[config.mk]
export PLATFORM = sky130hd
export DESIGN_NAME = bea_dim
export DESIGN_NICKNAME = d
export VERILOG_FILES = /design/src/broadcast_elementwise_alu_unit_macros.svh /design/src/bea_pkg.sv /design/src/bea_dim.sv
export SDC_FILE = /design/constraint.sdc
export NUM_CORES = 2
export LEC_CHECK = 0
export ABC_AREA = 1
export BUFFER_PORTS_ARGS = -buffer_cell sky130_fd_sc_hd__buf_2
export CAP_MARGIN = 20
export CORE_UTILIZATION = 30
export CTS_BUF_LIST = sky130_fd_sc_hd__clkbuf_16
export DETAILED_ROUTE_END_ITERATION = 6
export MAX_ROUTING_LAYER = met4
export PLACE_DENSITY = 0.51
export SLEW_MARGIN = 25
export SYNTH_ARGS = -nofsm -noshare
export SYNTH_HDL_FRONTEND = slang
export SYNTH_SLANG_ARGS = --single-unit
[constraint.sdc]
create_clock -name clk -period 15.6 [get_ports clk]
set_input_delay 1.56 -clock clk [delete_from_list [all_inputs] [get_ports clk]]
set_output_delay 1.56 -clock clk [all_outputs]
set_load 0.01 [all_outputs]
[src/broadcast_elementwise_alu_unit_macros.svh]
// Assertion macros for the broadcast elementwise ALU unit.
`ifndef BROADCAST_ELEMENTWISE_ALU_UNIT_MACROS_SVH
`define BROADCAST_ELEMENTWISE_ALU_UNIT_MACROS_SVH
`ifndef ASSERT_OFF
`define BEAU_ASSERT_IMPLY(lbl, ck, rn, a, c) \
	lbl: assert property (@(posedge ck) disable iff (!rn) (a) |-> (c)) \
		else $error("assertion failed");
`define BEAU_ASSERT_NEXT(lbl, ck, rn, a, c) \
	lbl: assert property (@(posedge ck) disable iff (!rn) (a) |=> (c)) \
		else $error("assertion failed");
`define BEAU_ASSERT_DELAY(lbl, ck, rn, a, n, c) \
	lbl: assert property (@(posedge ck) disable iff (!rn) (a) |-> ##n (c)) \
		else $error("assertion failed");
`else
`define BEAU_ASSERT_IMPLY(lbl, ck, rn, a, c)
`define BEAU_ASSERT_NEXT(lbl, ck, rn, a, c)
`define BEAU_ASSERT_DELAY(lbl, ck, rn, a, n, c)
`endif
`endif

[src/bea_pkg.sv]
// Shared types, constants and arithmetic helpers of the broadcast ALU.
package bea_pkg;
	localparam int MAX_DIMS = 4;
	localparam int DEPTH = 1024;
	localparam int RANK_CAP = (MAX_DIMS < 4) ? MAX_DIMS : 4;
	localparam int AW = $clog2(DEPTH);
	localparam int SW = $clog2(DEPTH + 1);
	localparam int IW = 16;
	localparam int VW = 32;
	localparam int DIV_BITS = 4;
	localparam int DIM_DSTG = IW / DIV_BITS;
	localparam int DIM_STG = DIM_DSTG + 1;
	localparam int ALU_DSTG = VW / DIV_BITS;
	localparam int PIPE_LAT = DIM_STG * RANK_CAP + ALU_DSTG + 4;
	localparam int CFG_W = 64;
	localparam int CFG_IW = 3;
	localparam int RANK_W = 3;

	typedef enum logic [1:0] {
		OP_LOAD_A  = 2'd0,
		OP_LOAD_B  = 2'd1,
		OP_COMPUTE = 2'd2
	} op_e;

	typedef enum logic [2:0] {
		ALU_ADD = 3'd0,
		ALU_SUB = 3'd1,
		ALU_MUL = 3'd2,
		ALU_MAX = 3'd3,
		ALU_DIV = 3'd4,
		ALU_GT  = 3'd5
	} alu_e;

	typedef enum logic [CFG_IW-1:0] {
		CFG_ALU_OP    = 3'd0,
		CFG_OUT_SHAPE = 3'd1,
		CFG_A_SHAPE   = 3'd2,
		CFG_B_SHAPE   = 3'd3,
		CFG_OUT_RANK  = 3'd4,
		CFG_A_RANK    = 3'd5,
		CFG_B_RANK    = 3'd6
	} cfg_e;

	typedef struct packed {
		logic [1:0]           operation;
		logic [IW-1:0]        element_index;
		logic signed [VW-1:0] load_value;
	} in_t;

	typedef struct packed {
		logic signed [VW-1:0] result_value;
		logic [IW-1:0]        out_index;
	} out_t;

	typedef struct packed {
		logic          vld;
		logic [1:0]    op;
		logic [IW-1:0] idx;
		logic [VW-1:0] val;
		logic [IW-1:0] rest;
		logic [IW-1:0] rem;
		logic [SW-1:0] acc_a;
		logic [SW-1:0] acc_b;
		logic [SW-1:0] str_a;
		logic [SW-1:0] str_b;
	} ix_t;

	typedef struct packed {
		logic [IW-1:0] oext;
		logic [IW-1:0] a_ext;
		logic [IW-1:0] b_ext;
		logic          a_act;
		logic          b_act;
	} dim_cfg_t;

	typedef struct packed {
		logic                 vld;
		logic [IW-1:0]        idx;
		logic signed [VW-1:0] a;
		logic signed [VW-1:0] b;
	} alu_in_t;

	typedef struct packed {
		logic          vld;
		logic [IW-1:0] idx;
		logic [VW-1:0] simple;
		logic          neg;
		logic          bz;
		logic [VW-1:0] rem;
		logic [VW-1:0] n;
		logic [VW-1:0] d;
	} dv_t;

	typedef struct packed {
		logic [IW-1:0] rem;
		logic [IW-1:0] n;
	} ixdv_t;

	typedef struct packed {
		logic [VW-1:0] rem;
		logic [VW-1:0] n;
	} vdv_t;

	function automatic ixdv_t ix_div_step(logic [IW-1:0] rem, logic [IW-1:0] n,
			logic [IW-1:0] d);
		logic [IW:0] r;
		logic [IW-1:0] rr;
		logic [IW-1:0] nn;
		ixdv_t o;
		rr = rem;
		nn = n;
		for (int i = 0; i < DIV_BITS; i++) begin
			r = {rr, nn[IW-1]};
			nn = {nn[IW-2:0], 1'b0};
			if (r >= {1'b0, d}) begin
				r = r - {1'b0, d};
				nn[0] = 1'b1;
			end
			rr = r[IW-1:0];
		end
		o.rem = rr;
		o.n = nn;
		return o;
	endfunction

	function automatic vdv_t v_div_step(logic [VW-1:0] rem, logic [VW-1:0] n,
			logic [VW-1:0] d);
		logic [VW:0] r;
		logic [VW-1:0] rr;
		logic [VW-1:0] nn;
		vdv_t o;
		rr = rem;
		nn = n;
		for (int i = 0; i < DIV_BITS; i++) begin
			r = {rr, nn[VW-1]};
			nn = {nn[VW-2:0], 1'b0};
			if (r >= {1'b0, d}) begin
				r = r - {1'b0, d};
				nn[0] = 1'b1;
			end
			rr = r[VW-1:0];
		end
		o.rem = rr;
		o.n = nn;
		return o;
	endfunction

	// acc + str * c, saturated at DEPTH (anything at DEPTH is out of range)
	function automatic logic [SW-1:0] sat_mac(logic [SW-1:0] acc, logic [SW-1:0] str,
			logic [IW-1:0] c);
		logic [SW+IW:0] s;
		s = (SW+IW+1)'(acc) + (SW+IW+1)'(str) * (SW+IW+1)'(c);
		return (s > (SW+IW+1)'(DEPTH)) ? SW'(DEPTH) : s[SW-1:0];
	endfunction

	function automatic logic [RANK_W-1:0] clamp_rank(logic [RANK_W-1:0] r,
			logic [RANK_W-1:0] hi);
		if (r < RANK_W'(1)) return RANK_W'(1);
		if (r > hi) return hi;
		return r;
	endfunction
endpackage

[src/bea_dim.sv]
// One output dimension: pipelined digit split of the index and operand index update.
module bea_dim import bea_pkg::*; (
	input  logic     clk,
	input  logic     arst_n,
	input  ix_t      din,
	input  dim_cfg_t cfg,
	output ix_t      dout
);
	ix_t div_s [DIM_DSTG];
	ix_t acc_s;
	ix_t acc_d;
	ix_t last;

	for (genvar k = 0; k < DIM_DSTG; k++) begin : g_div
		ix_t src;
		ix_t nxt;
		ixdv_t st;
		if (k == 0) begin : g_first
			assign src = din;
		end else begin : g_next
			assign src = div_s[k-1];
		end
		assign st = ix_div_step(src.rem, src.rest, cfg.oext);
		always_comb begin
			nxt = src;
			nxt.rem = st.rem;
			nxt.rest = st.n;
		end
		always_ff @(posedge clk or negedge arst_n) begin
			if (!arst_n) begin
				div_s[k].vld <= 1'b0;
			end else begin
				div_s[k] <= nxt;
			end
		end
	end

	assign last = div_s[DIM_DSTG-1];

	// rem is this dimension's coordinate, rest the index passed on
	always_comb begin
		acc_d = last;
		acc_d.rem = '0;
		if (cfg.a_act) begin
			if (last.rem < cfg.a_ext) begin
				acc_d.acc_a = sat_mac(last.acc_a, last.str_a, last.rem);
			end
			acc_d.str_a = sat_mac('0, last.str_a, cfg.a_ext);
		end
		if (cfg.b_act) begin
			if (last.rem < cfg.b_ext) begin
				acc_d.acc_b = sat_mac(last.acc_b, last.str_b, last.rem);
			end
			acc_d.str_b = sat_mac('0, last.str_b, cfg.b_ext);
		end
	end

	always_ff @(posedge clk or negedge arst_n) begin
		if (!arst_n) begin
			acc_s.vld <= 1'b0;
		end else begin
			acc_s <= acc_d;
		end
	end

	assign dout = acc_s;
endmodule

==> impl_metrics.csv <==
group,metric,value,unit
routing,drt_first_pass_iters,7,
synthesis,synth_cell_types,59,
clock_tree,ctsHoldBuffers,0,
global_routing,first_global_vias,49120,
sta,worstMarginPinSlew,1.024,ns
synthesis,synth_area,61000,µm²
synthesis,ys.flop_type,"edfxtp_1",
clock_tree,cts_setup_buffers,0,
finish,mostFrequentLayoutCells,"nand2_1 (2204), inv_1 (1327), edfxtp_1 (614), ha_1 (562), fa_1 (540)",
setup_path,slowest_stage,"a21oi_1",
clock_tree,post_cts_resized,0,
setup_path,critPathMaxStageDelay,0.82,ns
floorplan,rows,165,
sta,period_minus_slack,10.34,ns
clock_tree,clk_pin_slew,0.06,ns
global_routing,grt_max_degree,164,
floorplan,initial_core_util,30.18,%
sta,fin_skew,0.04030,ns
clock_tree,cts_max_level,3,
routing,drt-initial-drc-count,2510,
synthesis,async_flop_share,0.8078,%
sta,final-max-slew-violation-count,0,
synthesis,synth_edf_count,614,
placed_design,dp_hpwl,128900,µm
setup_path,critical_path_buf_inv_count,6,
floorplan,dieArea,205200,µm²
outcome,violations,"DRC",
sta,setup_viol,0,
clock_tree,cts_inserted_buffers,79,
finish,fillCellCount,21160,
sta,setup-tns-final,0,ns
routing,wl_per_cell,16.72,µm
outcome,status,"finished, violations left",
global_routing,antenna_found_initial,11,
synthesis,yosys.area.top_type_share,30.22,%
sta,fmax,96.71,MHz
sta,max_slew_margin,31.73,%
setup_path,critical_path_class,"in2reg",
clock_tree,cts_tree,"done",
routing,drc_errors,2,
floorplan,pin_count,306,
global_routing,grtUsageTotal,17.23,%
routing,ant_nets,0,
synthesis,ys_ff_latch,619,
finish,seq_area,18560,µm²
synthesis,synth_area_leaders,"edfxtp_1 (30%), fa_1 (18%), nand2_1 (14%)",
setup_path,startpoint_type,"input port",
sta,rsz0062_at_grt,"no",
routing,wl,171500,µm
min_path,hp-class,"reg2reg",
setup_path,cp.required,16.04,ns
setup_path,arrival,10.78,ns
finish,area.growth.synth_to_final,11.69,%
global_routing,grt_pass1_wl,270900,µm
sta,period_share,66.28,%
global_routing,globalRoute.totalOverflow,0,
setup_path,crit_path_end_kind,"register",
routing,avgViaCountPerCell,4.670,
synthesis,ys_warn_count,0,
sta,hold_viol_final,0,
routing,vias,47910,
synthesis,syn_avg_cell_area,8.371,µm²
run,drv_cap,0,
placed_design,place_congestion,0.9253,
finish,final_common_cell,"nand2_1",
synthesis,syn_inst,7287,
floorplan,die_w,452.9,µm
clock_tree,cts-root-buf,"clkbuf_16",
finish,multiInputGateArea,36470,µm²
setup_path,crit_family,"simple AND/OR/NAND/NOR gates",
clock_tree,worstSkewPairLatency,0.71,ns
setup_path,cp_max_fo,22,
floorplan,core_area,202100,µm²
floorplan,die_y,452.9,µm
synthesis,yosys.area.top_type,"edfxtp_1",
clock_tree,clock_path_buffers,3,
setup_path,crit_top_cell,"nand2_1",
synthesis,seq_area_frac_synth,30.43,%
finish,nets,8800,
finish,drive_gt1_share,7.490,%
clock_tree,cts_num_sinks,619,
placed_design,portBuffers,289,
[kinds of logic (layout without fill, tap and decap cells)]
| group | after synthesis | in the layout | synth area share, % |
|---|---|---|---|
| adder cells (fa/ha/maj) | 1102 | 1102 | 29.25 |
| flip-flops | 619 | 619 | 30.43 |
| buffers and inverters | 1554 | 1835 | 9.884 |
| other | 1 | 20 | 0.006147 |
| AND/OR/NAND/NOR | 3084 | 3084 | 20.84 |
| XOR/XNOR | 253 | 253 | 3.632 |
| AO/OA/AOI/OAI | 674 | 674 | 5.958 |
[state kept, by name, summed over array words and instances, names as in the netlist]
signal,cells
acc_d,67
div_s,441
dout,111
[path summary, 6_finish.rpt]
kind / start / endpoint / slack [ns] / cells past startpoint
max in group asynchronous: arst_n / acc_d[126] / 14.06 / 1
setup reg to reg: div_s[178] / div_s[48] / 6.65 / 46
hold / removal: div_s[380] / div_s[253] / 0.35 / 0
hold reg to reg: div_s[380] / div_s[253] / 0.35 / 0
min in group asynchronous: arst_n / div_s[380] / 0.97 / 1
setup / recovery: cfg[35] / div_s[48] / 5.26 / 49
[layer usage]
metal	up-vias	GRT usage (%)	share of wire [%]
met5	-	-	0
met4	0	4.931	2.7
li1	23470	-	-
met2	1017	28.38	48
met3	247	2.414	4.5
met1	23180	21.94	45
[area by class of cell]
class	instances	area share, %
Clock buffer	80	2.938
Tap cell	2672	4.907
Timing Repair Buffer	354	2.878
Inverter	1336	7.360
Clock inverter	65	1.126
Antenna cell	4	0.01469
Sequential cell	619	27.25
Multi-Input combinational cell	5129	53.53
[stage by stage]
stage               cell area, µm²  hold WS, ns  cells  util, %  worst slack [ns]
floorplan                    61060       0.3312   7302        -             6.805
global placement             65350       0.3387  10110    32.33             4.701
detailed placement           65350       0.3356  10110    32.33             4.600
CTS                          68120       0.3495  10260    33.70             5.362
global route                 68130       0.3614  10260    33.71             4.213
finish                       68130       0.3477  10260    33.71             5.260
[Yosys cell counts (all sizes together), types with 6 or more instances]
cell type	number
xnor2	114
fa	540
clkbuf	138
nor2	319
o21ai	227
nand2	2231
buf	80
nor3	43
a21oi	348
or2	22
ha	562
xor2	139
a21o	19
nor4	17
a31oi	14
o211ai	6
and2	7
inv	1331
edfxtp	614
o21bai	19
o2111ai	6
nand4	60
nand3	356
a21boi	11
o21a	10
nand3b	22
Power is not shown: default switching activity piles up to over one toggle a cycle in this logic, so the estimate is an artifact.
